[src/hw/rtl/pts_pkg.sv]
`default_nettype none

package pts_pkg;

  localparam int unsigned TaskSlots = 16;
  localparam int unsigned IdxW      = $clog2(TaskSlots);
  localparam int unsigned CntW      = $clog2(TaskSlots + 1);

  localparam logic [7:0] IdlePriority = 8'd100;
  localparam logic [7:0] PickLimit    = 8'd101;

  typedef enum logic [2:0] {
    OP_CREATE = 3'd0,
    OP_DELAY  = 3'd1,
    OP_TICK   = 3'd2,
    OP_ENTER  = 3'd3,
    OP_EXIT   = 3'd4,
    OP_START  = 3'd5
  } op_e;

  typedef enum logic [1:0] {
    ST_OK        = 2'd0,
    ST_FULL      = 2'd1,
    ST_UNDERFLOW = 2'd2,
    ST_NO_READY  = 2'd3
  } status_e;

  typedef enum logic [2:0] {
    S_INIT,
    S_IDLE,
    S_EXEC,
    S_WALK,
    S_DONE
  } state_e;

  typedef struct packed {
    logic            clear;
    logic            valid;
    logic [IdxW-1:0] idx;
  } pick_ctl_t;

  typedef struct packed {
    logic            found;
    logic [IdxW-1:0] idx;
  } pick_res_t;

endpackage

`default_nettype wire

[src/hw/rtl/priority_task_scheduler.sv]
// priority task scheduler
// input channel: one beat per operation (op_i, priority_req_i, delay_ticks_i),
// taken when in_valid_i is high and in_stall_o is low
// output channel: exactly one result beat per operation, held in an output
// register until out_valid_o is high and out_stall_i is low
// the slot table lives in two registered-read rams (priority, delay); the
// number of used slots n is a fill count, as slots fill from slot 0 up
// sequence: create, delay, tick, start and the exit that leaves the outermost
// interrupt walk the n used slots through the ram read port; such an item
// passes accept, exec, walk and finish; enter, the other exits, a create
// into a full table and unknown ops skip the walk (accept, exec, finish)
// one item is in flight at a time; a new beat is taken while the previous
// result still waits in the output register
// reset: a table init state (slot 0 = idle task, priority 100) with
// in_stall_o high, then the block accepts beats
// a stalled result holds; the finishing step waits until the output
// register is free, and the input stays stalled meanwhile
`default_nettype none

module priority_task_scheduler
  import pts_pkg::*;
(
  input  wire logic        clk_i,
  input  wire logic        rst_ni,
  input  wire logic        in_valid_i,
  output logic             in_stall_o,
  input  wire logic [2:0]  op_i,
  input  wire logic [7:0]  priority_req_i,
  input  wire logic [15:0] delay_ticks_i,
  output logic             out_valid_o,
  input  wire logic        out_stall_i,
  output logic [3:0]       task_index_o,
  output logic             switched_o,
  output logic             first_dispatch_o,
  output logic [15:0]      switch_count_o,
  output logic [15:0]      tick_count_o,
  output logic [7:0]       isr_depth_o,
  output logic [1:0]       status_o
);

  // sequencer and architectural state
  state_e          state_q, state_d;
  logic [CntW-1:0] used_cnt_q, used_cnt_d;
  logic [IdxW-1:0] cur_q, cur_d;
  logic            running_q, running_d;
  logic            await_q, await_d;
  logic [7:0]      depth_q, depth_d;
  logic [15:0]     switch_q, switch_d;
  logic [15:0]     tick_q, tick_d;
  status_e         status_q, status_d;
  logic            walk_tick_q, walk_tick_d;
  logic            pick_run_q, pick_run_d;

  // walk read pipeline
  logic [CntW-1:0] rd_cnt_q, rd_cnt_d;
  logic            rd_vld_q, rd_vld_d;
  logic [IdxW-1:0] rd_idx_q, rd_idx_d;

  // captured item
  logic [2:0]      op_q;
  logic [7:0]      prio_q;
  logic [15:0]     dly_q;

  // output register
  logic            out_valid_q, out_valid_d;
  logic [3:0]      out_task_q;
  logic            out_sw_q;
  logic            out_first_q;
  logic [15:0]     out_switch_q;
  logic [15:0]     out_tick_q;
  logic [7:0]      out_depth_q;
  status_e         out_status_q;

  // ram ports
  logic            prio_we;
  logic [IdxW-1:0] prio_waddr;
  logic [7:0]      prio_wdata;
  logic            dly_we;
  logic [IdxW-1:0] dly_waddr;
  logic [15:0]     dly_wdata;
  logic [IdxW-1:0] rd_addr;
  logic [7:0]      prio_rdata;
  logic [15:0]     dly_rdata;

  pick_ctl_t       pick_ctl;
  pick_res_t       pick_res;

  logic            in_accept;
  logic            load_out;
  logic            sw;
  logic            first;
  logic [IdxW+3:0] cur_ext;

  pts_ram #(
    .Width(8)
  ) u_prio_ram (
    .clk_i  (clk_i),
    .we_i   (prio_we),
    .waddr_i(prio_waddr),
    .wdata_i(prio_wdata),
    .raddr_i(rd_addr),
    .rdata_o(prio_rdata)
  );

  pts_ram #(
    .Width(16)
  ) u_delay_ram (
    .clk_i  (clk_i),
    .we_i   (dly_we),
    .waddr_i(dly_waddr),
    .wdata_i(dly_wdata),
    .raddr_i(rd_addr),
    .rdata_o(dly_rdata)
  );

  pts_pick u_pick (
    .clk_i  (clk_i),
    .rst_ni (rst_ni),
    .ctl_i  (pick_ctl),
    .prio_i (prio_rdata),
    .delay_i(dly_rdata),
    .res_o  (pick_res)
  );

  assign in_accept = in_valid_i && !in_stall_o;

  always_comb begin
    state_d     = state_q;
    used_cnt_d  = used_cnt_q;
    cur_d       = cur_q;
    running_d   = running_q;
    await_d     = await_q;
    depth_d     = depth_q;
    switch_d    = switch_q;
    tick_d      = tick_q;
    status_d    = status_q;
    walk_tick_d = walk_tick_q;
    pick_run_d  = pick_run_q;
    rd_cnt_d    = rd_cnt_q;
    rd_vld_d    = 1'b0;
    rd_idx_d    = rd_cnt_q[IdxW-1:0];
    rd_addr     = rd_cnt_q[IdxW-1:0];

    prio_we     = 1'b0;
    prio_waddr  = used_cnt_q[IdxW-1:0];
    prio_wdata  = prio_q;
    dly_we      = 1'b0;
    dly_waddr   = used_cnt_q[IdxW-1:0];
    dly_wdata   = '0;

    pick_ctl.clear = 1'b0;
    pick_ctl.valid = rd_vld_q && !walk_tick_q;
    pick_ctl.idx   = rd_idx_q;

    in_stall_o = 1'b1;
    load_out   = 1'b0;
    sw         = 1'b0;
    first      = 1'b0;

    unique case (state_q)
      S_INIT: begin
        // idle task in slot 0
        prio_we    = 1'b1;
        prio_waddr = '0;
        prio_wdata = IdlePriority;
        dly_we     = 1'b1;
        dly_waddr  = '0;
        state_d    = S_IDLE;
      end

      S_IDLE: begin
        in_stall_o = 1'b0;
        if (in_valid_i) begin
          status_d    = ST_OK;
          pick_run_d  = 1'b0;
          walk_tick_d = 1'b0;
          state_d     = S_EXEC;
        end
      end

      S_EXEC: begin
        rd_cnt_d       = '0;
        pick_ctl.clear = 1'b1;
        state_d        = S_DONE;
        unique case (op_q)
          OP_CREATE: begin
            if (used_cnt_q == CntW'(TaskSlots)) begin
              status_d = ST_FULL;
            end else begin
              // new slot at the fill count, delay cleared
              prio_we    = 1'b1;
              dly_we     = 1'b1;
              used_cnt_d = used_cnt_q + 1'b1;
              pick_run_d = 1'b1;
              state_d    = S_WALK;
            end
          end
          OP_DELAY: begin
            dly_we     = 1'b1;
            dly_waddr  = cur_q;
            dly_wdata  = dly_q;
            pick_run_d = 1'b1;
            state_d    = S_WALK;
          end
          OP_TICK: begin
            tick_d      = tick_q + 16'd1;
            walk_tick_d = 1'b1;
            state_d     = S_WALK;
          end
          OP_ENTER: begin
            if (depth_q != 8'hFF) begin
              depth_d = depth_q + 8'd1;
            end
          end
          OP_EXIT: begin
            if (depth_q == 8'd0) begin
              status_d = ST_UNDERFLOW;
            end else begin
              depth_d = depth_q - 8'd1;
              if (depth_q == 8'd1) begin
                pick_run_d = 1'b1;
                state_d    = S_WALK;
              end
            end
          end
          OP_START: begin
            running_d  = 1'b1;
            pick_run_d = 1'b1;
            state_d    = S_WALK;
          end
          default: begin
          end
        endcase
      end

      S_WALK: begin
        // issue one read a cycle, consume its data in the next cycle
        if (rd_cnt_q < used_cnt_q) begin
          rd_vld_d = 1'b1;
          rd_cnt_d = rd_cnt_q + 1'b1;
        end
        // tick writes back behind the read pointer, never the same entry
        if (rd_vld_q && walk_tick_q && (dly_rdata != 16'd0)) begin
          dly_we    = 1'b1;
          dly_waddr = rd_idx_q;
          dly_wdata = dly_rdata - 16'd1;
        end
        if ((rd_cnt_q == used_cnt_q) && !rd_vld_q) begin
          state_d = S_DONE;
        end
      end

      S_DONE: begin
        if (!out_valid_q || !out_stall_i) begin
          load_out = 1'b1;
          state_d  = S_IDLE;
          if (pick_run_q) begin
            if (!pick_res.found) begin
              status_d = ST_NO_READY;
            end else if (!running_q) begin
              cur_d = pick_res.idx;
            end else if ((pick_res.idx != cur_q) || await_q) begin
              sw       = 1'b1;
              first    = await_q;
              await_d  = 1'b0;
              switch_d = switch_q + 16'd1;
              cur_d    = pick_res.idx;
            end
          end
        end
      end

      default: state_d = S_IDLE;
    endcase
  end

  assign out_valid_d = load_out || (out_valid_q && out_stall_i);
  assign cur_ext     = {4'b0000, cur_d};

  always_ff @(posedge clk_i or negedge rst_ni) begin
    if (!rst_ni) begin
      state_q     <= S_INIT;
      used_cnt_q  <= CntW'(1);
      cur_q       <= '0;
      running_q   <= 1'b0;
      await_q     <= 1'b1;
      depth_q     <= '0;
      switch_q    <= '0;
      tick_q      <= '0;
      status_q    <= ST_OK;
      walk_tick_q <= 1'b0;
      pick_run_q  <= 1'b0;
      rd_cnt_q    <= '0;
      rd_vld_q    <= 1'b0;
      out_valid_q <= 1'b0;
    end else begin
      state_q     <= state_d;
      used_cnt_q  <= used_cnt_d;
      cur_q       <= cur_d;
      running_q   <= running_d;
      await_q     <= await_d;
      depth_q     <= depth_d;
      switch_q    <= switch_d;
      tick_q      <= tick_d;
      status_q    <= status_d;
      walk_tick_q <= walk_tick_d;
      pick_run_q  <= pick_run_d;
      rd_cnt_q    <= rd_cnt_d;
      rd_vld_q    <= rd_vld_d;
      out_valid_q <= out_valid_d;
    end
  end

  // payload registers, no reset
  always_ff @(posedge clk_i) begin
    rd_idx_q <= rd_idx_d;
    if (in_accept) begin
      op_q   <= op_i;
      prio_q <= priority_req_i;
      dly_q  <= delay_ticks_i;
    end
    if (load_out) begin
      out_task_q   <= cur_ext[3:0];
      out_sw_q     <= sw;
      out_first_q  <= first;
      out_switch_q <= switch_d;
      out_tick_q   <= tick_q;
      out_depth_q  <= depth_q;
      out_status_q <= status_d;
    end
  end

  assign out_valid_o      = out_valid_q;
  assign task_index_o     = out_task_q;
  assign switched_o       = out_sw_q;
  assign first_dispatch_o = out_first_q;
  assign switch_count_o   = out_switch_q;
  assign tick_count_o     = out_tick_q;
  assign isr_depth_o      = out_depth_q;
  assign status_o         = out_status_q;

  a_fill_in_range : assert property (@(posedge clk_i) disable iff (!rst_ni)
    (used_cnt_q != '0) && (used_cnt_q <= CntW'(TaskSlots)))
    else $error("fill count out of range");

  a_current_used : assert property (@(posedge clk_i) disable iff (!rst_ni)
    CntW'(cur_q) < used_cnt_q)
    else $error("current task points past the used slots");

  a_first_is_switch : assert property (@(posedge clk_i) disable iff (!rst_ni)
    load_out && first |=> (out_sw_q && running_q && !await_q))
    else $error("first dispatch without a switch");

endmodule

`default_nettype wire

[src/hw/rtl/pts_ram.sv]
`default_nettype none

module pts_ram
  import pts_pkg::*;
#(
  parameter int unsigned Width = 8
) (
  input  wire logic             clk_i,
  input  wire logic             we_i,
  input  wire logic [IdxW-1:0]  waddr_i,
  input  wire logic [Width-1:0] wdata_i,
  input  wire logic [IdxW-1:0]  raddr_i,
  output logic      [Width-1:0] rdata_o
);

  logic [Width-1:0] mem_q [TaskSlots];
  logic [Width-1:0] rdata_q;

  always_ff @(posedge clk_i) begin
    if (we_i) begin
      mem_q[waddr_i] <= wdata_i;
    end
  end

  always_ff @(posedge clk_i) begin
    rdata_q <= mem_q[raddr_i];
  end

  assign rdata_o = rdata_q;

endmodule

`default_nettype wire

[src/hw/rtl/pts_pick.sv]
`default_nettype none

module pts_pick
  import pts_pkg::*;
(
  input  wire logic        clk_i,
  input  wire logic        rst_ni,
  input  wire pick_ctl_t   ctl_i,
  input  wire logic [7:0]  prio_i,
  input  wire logic [15:0] delay_i,
  output pick_res_t        res_o
);

  logic [7:0]      best_q, best_d;
  logic            found_q, found_d;
  logic [IdxW-1:0] idx_q, idx_d;

  // later slot wins ties, hence <=
  always_comb begin
    best_d  = best_q;
    found_d = found_q;
    idx_d   = idx_q;
    if (ctl_i.clear) begin
      best_d  = PickLimit;
      found_d = 1'b0;
      idx_d   = '0;
    end else if (ctl_i.valid && (delay_i == 16'd0) && (prio_i <= best_q)) begin
      best_d  = prio_i;
      found_d = 1'b1;
      idx_d   = ctl_i.idx;
    end
  end

  always_ff @(posedge clk_i or negedge rst_ni) begin
    if (!rst_ni) begin
      best_q  <= PickLimit;
      found_q <= 1'b0;
      idx_q   <= '0;
    end else begin
      best_q  <= best_d;
      found_q <= found_d;
      idx_q   <= idx_d;
    end
  end

  assign res_o.found = found_q;
  assign res_o.idx   = idx_q;

  a_best_in_limit : assert property (@(posedge clk_i) disable iff (!rst_ni)
    found_q |-> (best_q <= PickLimit))
    else $error("pick holds a priority above the limit");

  a_clear_resets : assert property (@(posedge clk_i) disable iff (!rst_ni)
    ctl_i.clear |=> (!found_q && (best_q == PickLimit)))
    else $error("pick not cleared");

endmodule

`default_nettype wire

[config.mk]
export PLATFORM = sky130hd
export DESIGN_NAME = priority_task_scheduler
export DESIGN_NICKNAME = d
export VERILOG_FILES = /design/src/hw/rtl/pts_pkg.sv /design/src/hw/rtl/priority_task_scheduler.sv /design/src/hw/rtl/pts_ram.sv /design/src/hw/rtl/pts_pick.sv
export SDC_FILE = /design/constraint.sdc
export NUM_CORES = 1
export LEC_CHECK = 0
export BUFFER_PORTS_ARGS = -buffer_cell sky130_fd_sc_hd__buf_4
export CORE_MARGIN = 10
export CORE_UTILIZATION = 65
export CTS_BUF_LIST = sky130_fd_sc_hd__clkbuf_16
export CTS_CLUSTER_SIZE = 8
export DETAILED_ROUTE_END_ITERATION = 10
export PLACE_DENSITY = 0.81
export SKIP_LAST_GASP = 1
export SLEW_MARGIN = 10
export SYNTH_ARGS = -nofsm -noshare
export SYNTH_HDL_FRONTEND = slang
export SYNTH_SLANG_ARGS = --single-unit
[constraint.sdc]
create_clock -name clk_i -period 6.8 [get_ports clk_i]
set_clock_uncertainty 0.1 [all_clocks]
set_input_delay 1.36 -clock clk_i [delete_from_list [all_inputs] [get_ports clk_i]]
set_output_delay 1.36 -clock clk_i [all_outputs]
set_load 0.02 [all_outputs]
==> qor.csv <==
stage;metric;value;unit
setup_path;worst_path_max_delay_cell;nor3b_2;
route;ant_nets;0;
setup_path;critical_path.top_delay_family;simple AND/OR/NAND/NOR gates;
yosys;yosys.area_share.simple;0.06190;
setup_path;slowest_delay;0.97;ns
floorplan;start_util;0.6601;
route;drt_iter0_drc;1497;
yosys;ys_top_cells_by_area;edfxtp_1 (62%), mux4_2 (12%), dfrtp_1 (8.1%);
place;place_hpwl;30120;um
yosys;synth_xor_xnor_area_share;0.02335;
route;avgRoutedWirePerCell;27.55;um
yosys;yosys.area_share.adder;0.01357;
timing;slew-limit-headroom;0.1703;
route;drcViolationCount;0;
yosys;yosysSeqAreaShare;0.7366;
grt;grt_usage;0.2472;
yosys;synth-compound-area-share;0.02165;
yosys;yosys.area.top_type_share;0.6227;
yosys;synth_most_common_cell;edfxtp_1;
timing;slew_viol_final;0;
floorplan;rows;67;
grt;grt_pass1_vias;12010;
yosys;synth_ff_type;edfxtp_1;
floorplan;die_h;204.5;um
setup_path;crit_chain;nor3b_2 > nand3_1 > nor2b_1 > and2_1 > nand2_1 > nor3_1;
yosys;yosysTopAreaCell;edfxtp_1;
yosys;async_flop_share;0.1381;
final_layout;utilization;0.7626;
setup_path;cp.arrival;4.14;ns
yosys;ys.warnings.count;0;
setup_path;endpoint_kind;register;
pwr;switching_power;0.002753;W
setup_path;startpoint_type;register;
clocking;clock_latency;0.59;ns
pwr;pwr-share-clk;0.359;
yosys;synth.area.mux_share;0.1292;
clocking;cts_tree;built;
hold_path;hp-class;reg2reg;
yosys;synth_fp_nets;1250;
grt;grt_first_pass_wirelength;76780;um
setup_path;critPathBufInv;0;
pwr;p_comb_frac;0.186;
floorplan;ios;81;
clocking;path_clk_slew;0.05;ns
timing;rsz0062_at_grt;no;
pwr;cellLeakagePower;8.623;nW
grt;antenna_found_initial;0;
yosys;syn_inst;1195;
clocking;htree_levels;3;
clocking;cts-root-buf;clkbuf_16;
pwr;total_power;0.009870;W
timing;setup_violations;0;
final_layout;drive_gt1_frac;0.2637;
grt;grt_start_max_net_pins;79;
route;routed_wl;50060;um
yosys;synth_edf_count;459;
yosys;ys_types;72;
floorplan;die-area;0.04183;mm2
run_status;status;completed;
yosys;synthTopCellsByCount;edfxtp_1 (459), mux4_2 (120), nand2_1 (74);
setup_path;critPathMaxFanout;16;
yosys;ys_ff_latch;565;
route;avgViaCountPerCell;6.503;
place;gp_congestion;0.8691;
clocking;postCtsHoldBufs;0;
yosys;synthesis.area;0.02213;mm2
place;portBuffers;80;
final_layout;final_nets;1381;
pwr;peakVddDrop;227.5;uV
yosys;synth_top_family_by_area;multiplexers;
clocking;numCtsBuffers;80;
clocking;cts-resized-gates;0;
pwr;intPower;0.007117;W
route;drtPass1Iterations;5;
floorplan;die_x;204.5;um
timing;worst_pin_slew;1.240;ns
timing;fin_crit_sh;0.5950;
setup_path;required;6.89;ns
setup_path;critPathKind;reg2reg;
final_layout;area_growth;15.54;%
final_layout;num_antenna_cells;0;
clocking;clock-sinks;565;
grt;grt_overflow;0;
clocking;cts_setup_buffers;0;
floorplan;core_area;0.03353;mm2
run;max-cap-violations;0;
yosys;avgSynthCellArea;18.52;um2
timing;period_minus_slack;4.046;ns
clocking;clockBufferDepth;3;
pwr;power_frac_seq;0.455;
pwr;cellPowerDensity;385.9;mW/mm2
route;num_vias;11820;
pwr;swShare;0.2789;
timing;fmax;0.2472;GHz
timing;fin_tns_setup;0;ns
timing;hold_viol;0;
-- final timing paths --
check                                      startpoint                endpoint  slack, ns  depth (start not counted)
min in group asynchronous                      rst_ni            switch_q[15]       0.84                          1
worst min register to register  u_prio_ram.rdata_o[6]        u_pick.best_q[6]       0.38                          2
worst max-delay path                       state_q[0]  u_prio_ram.mem_q[2][0]       2.75                          6
worst max register to register             state_q[0]  u_prio_ram.mem_q[2][0]       2.75                          6
worst min-delay path            u_prio_ram.rdata_o[6]        u_pick.best_q[6]       0.38                          2
max in group asynchronous                      rst_ni             rd_cnt_q[1]       4.98                          1
-- metal layers --
| layer | global-route usage | share of wire | vias up |
|---|---|---|---|
| met5 | 0 | 0 | - |
| met4 | 0.07485 | 0.023 | 0 |
| met3 | 0.04644 | 0.089 | 97 |
| met2 | 0.3909 | 0.49 | 683 |
| met1 | 0.3489 | 0.40 | 6094 |
| li1 | - | - | 4942 |
-- flip-flops by register name, summed over array words and instances, names as in the netlist, 3 cells and up --
| signal | count |
|---|---|
| u_pick.idx_q | 4 |
| state_q | 3 |
| switch_q | 16 |
| tick_count_o | 16 |
| rd_cnt_q | 5 |
| depth_q | 8 |
| switch_count_o | 16 |
| prio_q | 8 |
| isr_depth_o | 8 |
| tick_q | 16 |
| op_q | 3 |
| u_delay_ram.rdata_o | 16 |
| cur_q | 4 |
| u_prio_ram.rdata_o | 8 |
| rd_idx_q | 4 |
| u_pick.best_q | 8 |
| u_delay_ram.mem_q | 256 |
| used_cnt_q | 5 |
| dly_q | 16 |
| task_index_o | 4 |
| u_prio_ram.mem_q | 128 |
-- cells by family after synthesis --
group                    Yosys count
AO/OA/AOI/OAI                     70
XOR/XNOR                          59
adder cells (fa/ha/maj)           24
buffers and inverters             75
flip-flops                       565
multiplexers                     135
AND/OR/NAND/NOR                  267
-- power by group through the flow --
stage | combinational (W) | clock (W) | sequential, W
2_1_floorplan | 0.00130 | 0 | 0.00440
3_3_place_gp | 0.00176 | 0 | 0.00452
3_5_place_dp | 0.00179 | 0 | 0.00454
4_1_cts | 0.00183 | 0.00357 | 0.00449
5_1_grt | 0.00197 | 0.00374 | 0.00452
6_report | 0.00184 | 0.00354 | 0.00449
-- worst min-delay path: cells and delay by family (launching register included) --
family | cells | cell delay [ns]
flip-flops | 1 | 0.32
AO/OA/AOI/OAI | 1 | 0.08
AND/OR/NAND/NOR | 1 | 0.06
-- cell type report --
cell class	count	area [um2]
inverters	28	105.1
multi-input cells	555	5625
flip-flops and latches	565	16310
fillers	1755	7959
clock inverters	44	222.7
repair buffers	96	720.7
well taps	448	560.5
clock buffers	81	2027
-- metrics by stage --
stage	hold WS (ns)	std cells	area, um2	worst slack [ns]
after floorplan	0.2693	1195	22130	2.569
after CTS	0.3781	1817	25540	2.776
after global placement	0.3463	1692	23290	3.053
after detailed placement	0.3594	1692	23290	2.811
after global routing	0.3912	1817	25570	2.495
final	0.3757	1817	25570	2.754
-- cell usage in the layout, fill, tap and decap left out, drive strengths merged, types with 5 or more instances in the layout --
master,Yosys,routed
a21oi,9,9
and2,12,12
and3,9,9
buf,22,96
clkbuf,25,81
dfrtp,72,72
dfstp,6,6
dfxtp,28,28
edfxtp,459,459
ha,24,24
inv,28,69
mux2,5,5
mux2i,10,10
mux4,120,120
nand2,74,74
nand2b,15,15
nand3,24,24
nand4,13,13
nor2,66,66
nor2b,7,7
nor3,15,15
nor4,5,5
o211ai,8,8
o21ai,27,27
xnor2,36,36
xor2,23,23
(Power assumes the default switching activity.)
